<file path="config.mk">
export PLATFORM = sky130hd
export DESIGN_NAME = nested_bracket_matcher_unit_flat
export DESIGN_NICKNAME = d
export VERILOG_FILES = /design/src/design/nbm_pkg.sv /design/src/design/nbm_tok_if.sv /design/src/design/nbm_res_if.sv /design/src/design/nbm_stack.sv /design/src/design/nested_bracket_matcher_unit.sv /design/src/flat_wrapper.sv
export SDC_FILE = /design/constraint.sdc
export NUM_CORES = 2
export LEC_CHECK = 0
export BUFFER_PORTS_ARGS = -buffer_cell sky130_fd_sc_hd__buf_2
export CAP_MARGIN = 25
export CORE_ASPECT_RATIO = 0.9
export CORE_UTILIZATION = 30
export CTS_BUF_LIST = sky130_fd_sc_hd__clkbuf_4
export CTS_CLUSTER_DIAMETER = 50
export DETAILED_ROUTE_END_ITERATION = 12
export PLACE_DENSITY_LB_ADDON = 0.3
export SYNTH_ARGS = -nofsm -noshare
export SYNTH_HDL_FRONTEND = slang
export SYNTH_HIERARCHICAL = 1
export SYNTH_SLANG_ARGS = --single-unit
</file>
<file path="constraint.sdc">
create_clock -name clk -period 8.9 [get_ports clk]
set_input_delay 0 -clock clk [delete_from_list [all_inputs] [get_ports clk]]
set_output_delay 0 -clock clk [all_outputs]
set_load 0.02 [all_outputs]
</file>
<file path="src/design/nbm_pkg.sv">
// Shared constants, types and helpers for the nested bracket matcher.
package nbm_pkg;

	localparam int STACK_DEPTH   = 64;
	localparam int POSITION_BITS = 20;
	localparam int NUM_KINDS     = 7;
	localparam int BAL_W         = 21;
	localparam int ADDR_W        = $clog2(STACK_DEPTH);
	localparam int FILL_W        = $clog2(STACK_DEPTH + 1);

	typedef logic [3:0]               kind_t;
	typedef logic [2:0]               kidx_t;
	typedef logic [POSITION_BITS-1:0] pos_t;
	typedef logic signed [BAL_W-1:0]  bal_t;
	typedef logic [FILL_W-1:0]        fill_t;

	localparam kind_t KIND_OTHER     = 4'd0;
	localparam kind_t KIND_FMT_DELIM = 4'd15;

	localparam bal_t BAL_MAX = {1'b0, {(BAL_W-1){1'b1}}};
	localparam bal_t BAL_MIN = {1'b1, {(BAL_W-1){1'b0}}};

	typedef enum logic [2:0] {
		ST_OK        = 3'd0,
		ST_UNCLOSED  = 3'd1,
		ST_MISMATCH  = 3'd2,
		ST_STRAY     = 3'd3,
		ST_OVERFLOW  = 3'd4
	} status_t;

	typedef struct packed {
		kidx_t kidx;
		pos_t  pos;
	} entry_t;

	typedef struct packed {
		logic   push;
		logic   pop;
		logic   clear;
		entry_t entry;
	} stack_cmd_t;

	typedef struct packed {
		fill_t  fill;
		entry_t top;
		entry_t below;
	} stack_stat_t;

	// Mask bit of a kind index: fmt_delim sits at bit 3.
	function automatic logic [2:0] mask_bit(input kidx_t idx);
		logic [2:0] b;
		b = (idx < 3'd3) ? idx : idx + 3'd1;
		return b;
	endfunction

endpackage

</file>
<file path="src/design/nbm_tok_if.sv">
// Token request channel: valid/ready handshake with token payload.
interface nbm_tok_if;
	logic                valid;
	logic                ready;
	nbm_pkg::kind_t      token_kind;
	logic                last_token;

	modport source (output valid, output token_kind, output last_token, input ready);
	modport sink   (input valid, input token_kind, input last_token, output ready);
endinterface

</file>
<file path="src/design/nbm_res_if.sv">
// Result request channel: valid/ready handshake with check result payload.
interface nbm_res_if;
	logic        valid;
	logic        ready;
	logic [2:0]  status;
	logic [19:0] error_position;
	logic [3:0]  error_token;
	logic [7:0]  missing_closer_mask;
	logic [7:0]  missing_opener_mask;

	modport source (output valid, output status, output error_position, output error_token,
		output missing_closer_mask, output missing_opener_mask, input ready);
	modport sink   (input valid, input status, input error_position, input error_token,
		input missing_closer_mask, input missing_opener_mask, output ready);
endinterface

</file>
<file path="src/design/nbm_stack.sv">
// Opener stack: memory plus registered top entry and prefetched entry below it.
module nbm_stack (
	input  logic                 clk,
	input  logic                 arst_n,
	input  nbm_pkg::stack_cmd_t  cmd,
	output nbm_pkg::stack_stat_t stat
);
	import nbm_pkg::*;

	entry_t            mem [STACK_DEPTH];
	fill_t             fill_q;
	fill_t             fill_n;
	entry_t            top_q;
	entry_t            below_q;
	logic [ADDR_W-1:0] rd_addr;

	always_comb begin
		if (cmd.clear) begin
			fill_n = '0;
		end else if (cmd.push) begin
			fill_n = fill_q + fill_t'(1);
		end else if (cmd.pop) begin
			fill_n = fill_q - fill_t'(1);
		end else begin
			fill_n = fill_q;
		end
		rd_addr = ADDR_W'(fill_n - fill_t'(2));
	end

	always_ff @(posedge clk or negedge arst_n) begin
		if (!arst_n) begin
			fill_q <= '0;
		end else begin
			fill_q <= fill_n;
		end
	end

	always_ff @(posedge clk) begin
		if (cmd.push) begin
			mem[fill_q[ADDR_W-1:0]] <= cmd.entry;
		end
		below_q <= mem[rd_addr];
	end

	always_ff @(posedge clk) begin
		if (cmd.push) begin
			top_q <= cmd.entry;
		end else if (cmd.pop) begin
			top_q <= below_q;
		end
	end

	assign stat.fill  = fill_q;
	assign stat.top   = top_q;
	assign stat.below = below_q;

endmodule

</file>
<file path="src/design/nested_bracket_matcher_unit.sv">
// The result is registered when a last token advances from the input stage.
// Throughput: one token per cycle when not stalled; the stack keeps its top entry
// in a register and prefetches the entry below it from memory every cycle.
// The input stage stalls only while a last token waits on a full result register.
// Reset clears stack fill, token index, balances, parity and the latched error;
// the same state is restored after every last token.
module nested_bracket_matcher_unit (
	input  logic      clk,
	input  logic      arst_n,
	nbm_tok_if.sink   tok,
	nbm_res_if.source res
);
	import nbm_pkg::*;

	logic        valid_s1;
	kind_t       kind_s1;
	logic        last_s1;
	logic        adv;
	logic        go;

	pos_t        idx_q;
	bal_t        bal_q [NUM_KINDS];
	bal_t        bal_n [NUM_KINDS];
	logic        parity_q;
	logic        parity_n;
	status_t     err_st_q;
	pos_t        err_pos_q;
	kind_t       err_tok_q;
	status_t     err_st_n;
	pos_t        err_pos_n;
	kind_t       err_tok_n;

	stack_cmd_t  cmd;
	stack_stat_t stat;

	logic        is_bracket;
	logic        opener;
	kidx_t       kidx;
	logic        err_free;
	logic        full;
	logic        empty;
	fill_t       fill_after;
	entry_t      top_after;

	status_t     fin_st;
	pos_t        fin_pos;
	kind_t       fin_tok;
	logic [7:0]  mc;
	logic [7:0]  mo;

	logic        res_valid_q;

	nbm_stack u_stack (
		.clk    (clk),
		.arst_n (arst_n),
		.cmd    (cmd),
		.stat   (stat)
	);

	assign adv       = !last_s1 || !res_valid_q || res.ready;
	assign tok.ready = !valid_s1 || adv;
	assign go        = valid_s1 && adv;

	always_ff @(posedge clk or negedge arst_n) begin
		if (!arst_n) begin
			valid_s1 <= 1'b0;
		end else if (tok.valid && tok.ready) begin
			valid_s1 <= 1'b1;
		end else if (adv) begin
			valid_s1 <= 1'b0;
		end
	end

	always_ff @(posedge clk) begin
		if (tok.valid && tok.ready) begin
			kind_s1 <= tok.token_kind;
			last_s1 <= tok.last_token;
		end
	end

	always_comb begin
		is_bracket = (kind_s1 != KIND_OTHER) && (kind_s1 != KIND_FMT_DELIM);
		opener     = kind_s1[0];
		kidx       = opener ? kind_s1[3:1] : kind_s1[3:1] - 3'd1;
		err_free   = (err_st_q == ST_OK);
		full       = (stat.fill == fill_t'(STACK_DEPTH));
		empty      = (stat.fill == '0);

		cmd.push        = go && is_bracket && err_free && opener && !full;
		cmd.pop         = go && is_bracket && err_free && !opener && !empty
			&& (stat.top.kidx == kidx);
		cmd.clear       = go && last_s1;
		cmd.entry.kidx  = kidx;
		cmd.entry.pos   = idx_q;

		err_st_n  = err_st_q;
		err_pos_n = err_pos_q;
		err_tok_n = err_tok_q;
		if (is_bracket && err_free) begin
			if (opener) begin
				if (full) begin
					err_st_n  = ST_OVERFLOW;
					err_pos_n = idx_q;
					err_tok_n = kind_s1;
				end
			end else if (empty) begin
				err_st_n  = ST_STRAY;
				err_pos_n = '0;
				err_tok_n = kind_s1;
			end else if (stat.top.kidx != kidx) begin
				err_st_n  = ST_MISMATCH;
				err_pos_n = idx_q;
				err_tok_n = kind_s1;
			end
		end

		fill_after = stat.fill;
		top_after  = stat.top;
		if (cmd.push) begin
			fill_after = stat.fill + fill_t'(1);
			top_after  = cmd.entry;
		end else if (cmd.pop) begin
			fill_after = stat.fill - fill_t'(1);
			top_after  = stat.below;
		end

		for (int i = 0; i < NUM_KINDS; i++) begin
			bal_n[i] = bal_q[i];
			if (is_bracket && (kidx == kidx_t'(i))) begin
				if (opener) begin
					if (bal_q[i] != BAL_MAX) bal_n[i] = bal_q[i] + bal_t'(1);
				end else begin
					if (bal_q[i] != BAL_MIN) bal_n[i] = bal_q[i] - bal_t'(1);
				end
			end
		end
		parity_n = parity_q ^ (kind_s1 == KIND_FMT_DELIM);

		fin_st  = err_st_n;
		fin_pos = err_pos_n;
		fin_tok = err_tok_n;
		if ((err_st_n == ST_OK) && (fill_after != '0)) begin
			fin_st  = ST_UNCLOSED;
			fin_pos = top_after.pos;
			fin_tok = {top_after.kidx, 1'b1};
		end

		mc = '0;
		mo = '0;
		if (fin_st != ST_OK) begin
			for (int i = 0; i < NUM_KINDS; i++) begin
				if (bal_n[i] > 0) mc[mask_bit(kidx_t'(i))] = 1'b1;
				if (bal_n[i] < 0) mo[mask_bit(kidx_t'(i))] = 1'b1;
			end
			if (parity_n) mc[3] = 1'b1;
		end
	end

	always_ff @(posedge clk or negedge arst_n) begin
		if (!arst_n) begin
			idx_q     <= '0;
			parity_q  <= 1'b0;
			err_st_q  <= ST_OK;
			err_pos_q <= '0;
			err_tok_q <= '0;
			for (int i = 0; i < NUM_KINDS; i++) bal_q[i] <= '0;
		end else if (go) begin
			if (last_s1) begin
				idx_q     <= '0;
				parity_q  <= 1'b0;
				err_st_q  <= ST_OK;
				err_pos_q <= '0;
				err_tok_q <= '0;
				for (int i = 0; i < NUM_KINDS; i++) bal_q[i] <= '0;
			end else begin
				idx_q     <= idx_q + pos_t'(1);
				parity_q  <= parity_n;
				err_st_q  <= err_st_n;
				err_pos_q <= err_pos_n;
				err_tok_q <= err_tok_n;
				for (int i = 0; i < NUM_KINDS; i++) bal_q[i] <= bal_n[i];
			end
		end
	end

	always_ff @(posedge clk or negedge arst_n) begin
		if (!arst_n) begin
			res_valid_q <= 1'b0;
		end else begin
			res_valid_q <= (go && last_s1) || (res_valid_q && !res.ready);
		end
	end

	always_ff @(posedge clk) begin
		if (go && last_s1) begin
			res.status              <= fin_st;
			res.error_position      <= 20'(fin_pos);
			res.error_token         <= fin_tok;
			res.missing_closer_mask <= mc;
			res.missing_opener_mask <= mo;
		end
	end

	assign res.valid = res_valid_q;

endmodule
</file>
<file path="src/flat_wrapper.sv">
// flat-port wrapper written by rule: the top's interface ports become plain ports
module nested_bracket_matcher_unit_flat import nbm_pkg::*;
  (clk, arst_n, tok_valid, tok_token_kind, tok_last_token, tok_ready, res_valid, res_status, res_error_position, res_error_token, res_missing_closer_mask, res_missing_opener_mask, res_ready);
  nbm_tok_if tok_i ();
  nbm_res_if res_i ();
  input  logic clk;
  input  logic arst_n;
  input wire logic [$bits(tok_i.valid)-1:0] tok_valid;
  input wire logic [$bits(tok_i.token_kind)-1:0] tok_token_kind;
  input wire logic [$bits(tok_i.last_token)-1:0] tok_last_token;
  output wire logic [$bits(tok_i.ready)-1:0] tok_ready;
  output wire logic [$bits(res_i.valid)-1:0] res_valid;
  output wire logic [$bits(res_i.status)-1:0] res_status;
  output wire logic [$bits(res_i.error_position)-1:0] res_error_position;
  output wire logic [$bits(res_i.error_token)-1:0] res_error_token;
  output wire logic [$bits(res_i.missing_closer_mask)-1:0] res_missing_closer_mask;
  output wire logic [$bits(res_i.missing_opener_mask)-1:0] res_missing_opener_mask;
  input wire logic [$bits(res_i.ready)-1:0] res_ready;
  assign tok_i.valid = tok_valid;
  assign tok_i.token_kind = tok_token_kind;
  assign tok_i.last_token = tok_last_token;
  assign tok_ready = tok_i.ready;
  assign res_valid = res_i.valid;
  assign res_status = res_i.status;
  assign res_error_position = res_i.error_position;
  assign res_error_token = res_i.error_token;
  assign res_missing_closer_mask = res_i.missing_closer_mask;
  assign res_missing_opener_mask = res_i.missing_opener_mask;
  assign res_i.ready = res_ready;
  nested_bracket_matcher_unit u_core (.clk(clk), .arst_n(arst_n), .tok(tok_i), .res(res_i));
endmodule
</file>
==> qor.txt <==
ROUTE
---------------------------------------------------------------------------------
First-iteration detailed-routing DRC count .........................         4303
Number of nets with antenna violations after routing ...............            0
Post-detailed-routing wire length ..................................    229000 µm
Via density per instance ...........................................         5.15
Number of vias in the routed layout ................................        49638
Number of remaining DRC errors .....................................            0
Iteration count of the initial detailed-routing pass ...............            6
Routed len/inst ....................................................      23.8 µm

LOGIC SYNTHESIS
---------------------------------------------------------------------------------
Sequential area share after synthesis ..............................        0.645
Syn Area/Cell ......................................................     14.6 µm²
Total number of yosys warnings .....................................            6
Post-synthesis cell count ..........................................         5510
Synth Register Bits ................................................         1769
Top FF cell, synth ................................................. sky130_fd_sc_hd__edfxtp_1
Area share of the leading cell type in the synthesized netlist .....        0.576
Fraction of synthesis flops using an asynchronous set or reset pin .        0.115
Number of distinct library cells after synthesis ...................          110
Post-Synthesis Net Count ...........................................         5542
Top cell type by total area after synthesis ........................ sky130_fd_sc_hd__edfxtp_1
Post-synthesis cell area ...........................................    80400 µm²
Area contributors post-synth ....................................... sky130_fd_sc_hd__edfxtp_1, sky130_fd_sc_hd__mux2i_1, sky130_fd_sc_hd__dfrtp_1
Number of flops mapped to enable cells by yosys ....................         1542

GLOBAL ROUTING
---------------------------------------------------------------------------------
Largest net degree at the start of global routing ..................          119
Overall track demand over capacity in global routing ...............        0.165
Antenna violations before repair ...................................           10
Via count of the first global-routing pass .........................        48155
Overflow after GRT .................................................            0
First-pass GRT wire length .........................................    332000 µm

POWER
---------------------------------------------------------------------------------
Clock power share ..................................................        0.301
Switching fraction of total power ..................................        0.323
Internal power summed over all cells ...............................      15.0 mW
Overall power of the completed layout ..............................      22.2 mW
Combinational share of power .......................................        0.266
Switching component of the power ...................................      7.17 mW
Total leakage power ................................................      31.7 nW
Sequential Power Share .............................................        0.433
Worst voltage drop across the vdd grid .............................     0.279 mV
Power density over the cells .......................................   244 nW/µm²

SETUP PATH
---------------------------------------------------------------------------------
Highest net fanout along the worst path ............................           73
Worst reg-to-reg path cell count ...................................           15
Category of the most critical setup path ........................... flop to flop
Crit. End Element ..................................................         flop
Reg-to-reg startpoint .............................................. u_core/kind_s1[0]$_DFFE_PP_
Worst Path Arrival .................................................      7940 ps
Critical path data required time ...................................      9950 ps
Source of the critical timing path ................................. u_core/kind_s1[0]$_DFFE_PP_
Worst reg2reg endpoint ............................................. u_core/u_stack/stat[19]$_DFF_P_
Worst Setup Start Kind .............................................         flop
Register-to-register path setup slack ..............................      2020 ps

TIMING
---------------------------------------------------------------------------------
Crit path time final ...............................................      6880 ps
Final Max Slew Viols ...............................................            0
Hold violation total from the final report .........................            0
Clock Skew .........................................................       163 ps
Maximum clock rate .................................................      145 MHz
Relative slew slack ................................................        0.248
Count of final setup violators .....................................            0
Unrepaired setup endpoints after global routing ....................           no
Final clock period utilization by the worst path ...................        0.773
Slew at the pin closest to its max-slew limit ......................      1130 ps
Min setup slack post-route .........................................      2020 ps
Setup TNS ..........................................................         0 ps

DIE
---------------------------------------------------------------------------------
Initial core utilization ...........................................        0.303
CORE AREA ..........................................................   265000 µm²
Die outline area ...................................................   270000 µm²
I/O pin count ......................................................           54
Vertical die dimension .............................................       493 µm
Row count ..........................................................          179
Horiz. Die Dim .....................................................       548 µm

CTS
---------------------------------------------------------------------------------
CTS tree ...........................................................         done
TritonCTS Sinks ....................................................         1769
Clock slew at reported path FFs ....................................        70 ps
Hold buffer count at cts ...........................................           19
Maximum clock insertion buffer count ...............................            4
Clock root cell .................................................... sky130_fd_sc_hd__clkbuf_4
Post-CTS repair timing setup buffer count ..........................            0
Worst-skew pair later-pin latency ..................................      1260 ps
Number of buffers created by CTS ...................................          435
Number of H-tree branching levels ..................................            5
Post-cts resize count ..............................................            0

FLOW RUN
---------------------------------------------------------------------------------
Max capacitance violation total ....................................            0

LAYOUT
---------------------------------------------------------------------------------
Net total in the final layout ......................................         5831
Layout Area Growth over Synthesis ..................................        13.0%
Layout cell share with drive strength beyond 1 .....................        0.191

OUTCOME
---------------------------------------------------------------------------------
Outcome ............................................................ finished clean

HOLD PATH
---------------------------------------------------------------------------------
Worst hold path depth ..............................................            3
Hold Crit Start .................................................... tok_last_token
Worst min-delay path category ...................................... input pin to flop
Worst hold path endpoint ........................................... u_core/last_s1$_DFFE_PP_

PLACED DESIGN
---------------------------------------------------------------------------------
Final Wtd Congestion ...............................................        0.869
DP Wirelength ......................................................    132000 µm
Worst slack after detailed placement ...............................      1950 ps
Number of input and output port buffers inserted ...................           52

==> worst max-delay path, stage by stage, from the launching register on <==
cell	delay, ps
sky130_fd_sc_hd__edfxtp_1	830
sky130_fd_sc_hd__inv_1	150
sky130_fd_sc_hd__ha_1	470
sky130_fd_sc_hd__xor2_1	200
sky130_fd_sc_hd__nand4_1	250
sky130_fd_sc_hd__nor3_4	220
sky130_fd_sc_hd__buf_4	490
sky130_fd_sc_hd__o21a_1	380
sky130_fd_sc_hd__or3_4	730
sky130_fd_sc_hd__buf_12	490
sky130_fd_sc_hd__buf_4	690
sky130_fd_sc_hd__mux2i_1	260
sky130_fd_sc_hd__mux2i_1	130
sky130_fd_sc_hd__mux4_2	560
sky130_fd_sc_hd__mux2i_1	490
sky130_fd_sc_hd__mux2i_1	160
==> cell usage in the layout, fill, tap and decap left out, drive strengths merged, types with 84 or more instances in the layout <==
cell    count
nor2      227
nor3       92
mux4       89
mux2i    1206
dfrtp     204
edfxtp   1542
clkbuf    652
nand4      84
o21ai     204
nand3     113
nand2     290
buf       205
a21oi     123
==> metrics by stage <==
| stage | cells | cell area [µm²] | utilization | hold WS [ps] |
|---|---|---|---|---|
| final | 9643 | 90800 | 0.342 | 139 |
| after global routing | 9635 | 90800 | 0.342 | 78.2 |
| after CTS | 9627 | 90700 | 0.342 | 24.8 |
| after detailed placement | 8866 | 85200 | 0.321 | 77.2 |
| after global placement | 8846 | 84700 | 0.319 | 63.7 |
| after floorplan | 5510 | 80400 | - | -296 |
==> kinds of logic (layout without fill, tap and decap cells) <==
kind of cell	count (synthesis)	after routing	share of synthesized area
and+or+nand+nor	1170	1170	0.0760
xor gates and xnor gates	124	124	0.0138
adders and majority gates	23	23	0.00358
AOI/OAI and AO/OA	653	653	0.0537
buffers and inverters	438	1032	0.0272
DFF	1769	1769	0.645
muxes	1332	1332	0.180
other	1	11	0.0000467
==> worst max-delay path by stage <==
stage	end
after floorplan	u_core/u_stack/stat[10]$_DFF_P_
after detailed placement	u_core/u_stack/stat[19]$_DFF_P_
after global placement	u_core/u_stack/stat[11]$_DFF_P_
final	u_core/u_stack/stat[19]$_DFF_P_
after global routing	u_core/u_stack/stat[10]$_DFF_P_
after CTS	u_core/u_stack/stat[19]$_DFF_P_
==> registers in the layout (all words and copies together), names as in the netlist, 3 cells and up <==
register / count
u_core/err_pos_q: 20
u_core/err_tok_q: 4
u_core/u_stack/mem: 1472
u_core/bal_q: 147
u_core/res.error_token: 4
u_core/err_st_q: 3
u_core/res.status: 3
u_core/res.missing_closer_mask: 8
u_core/u_stack/stat: 46
u_core/res.missing_opener_mask: 7
u_core/idx_q: 20
u_core/kind_s1: 4
u_core/res.error_position: 20
u_core/u_stack/fill_q: 7
==> Yosys cell counts (69+ instances only) <==
cell type / count
sky130_fd_sc_hd__nor2_1: 226
sky130_fd_sc_hd__xnor2_1: 72
sky130_fd_sc_hd__mux4_2: 89
sky130_fd_sc_hd__nor3_1: 87
sky130_fd_sc_hd__edfxtp_1: 1542
sky130_fd_sc_hd__o21ai_0: 196
sky130_fd_sc_hd__nand4_1: 84
sky130_fd_sc_hd__buf_2: 70
sky130_fd_sc_hd__nand3_1: 113
sky130_fd_sc_hd__mux2i_1: 1206
sky130_fd_sc_hd__dfrtp_1: 204
sky130_fd_sc_hd__clkbuf_1: 197
sky130_fd_sc_hd__buf_4: 69
sky130_fd_sc_hd__nand2_1: 288
sky130_fd_sc_hd__a21oi_1: 123
==> power by group through the flow <==
stage	Sequential (mW)	Clock, mW	Combinational (mW)
global placement	9.76	0	5.88
detailed placement	9.76	0	5.90
finish	9.60	6.68	5.90
floorplan	9.58	0	4.37
global route	9.62	7.35	6.24
CTS	9.58	6.92	5.92
==> final cells by class <==
class | instances | area, µm²
Antenna cell | 10 | 25.0
Clock buffer | 651 | 4890
Clock inverter | 91 | 493
Fill cell | 25793 | 175000
Inverter | 65 | 245
Multi-Input combinational cell | 3303 | 26800
Sequential cell | 1769 | 51900
Tap cell | 3529 | 4420
Timing Repair Buffer | 225 | 2070
==> per-layer routing <==
layer,global-route usage,part of all wire,vias to the layer above
met4,0.0365,0.015,2
met5,0,0.000052,-
li1,-,-,22291
met2,0.252,0.45,1624
met1,0.242,0.48,25463
met3,0.0308,0.062,258
Power figures use the tool's default switching activity.
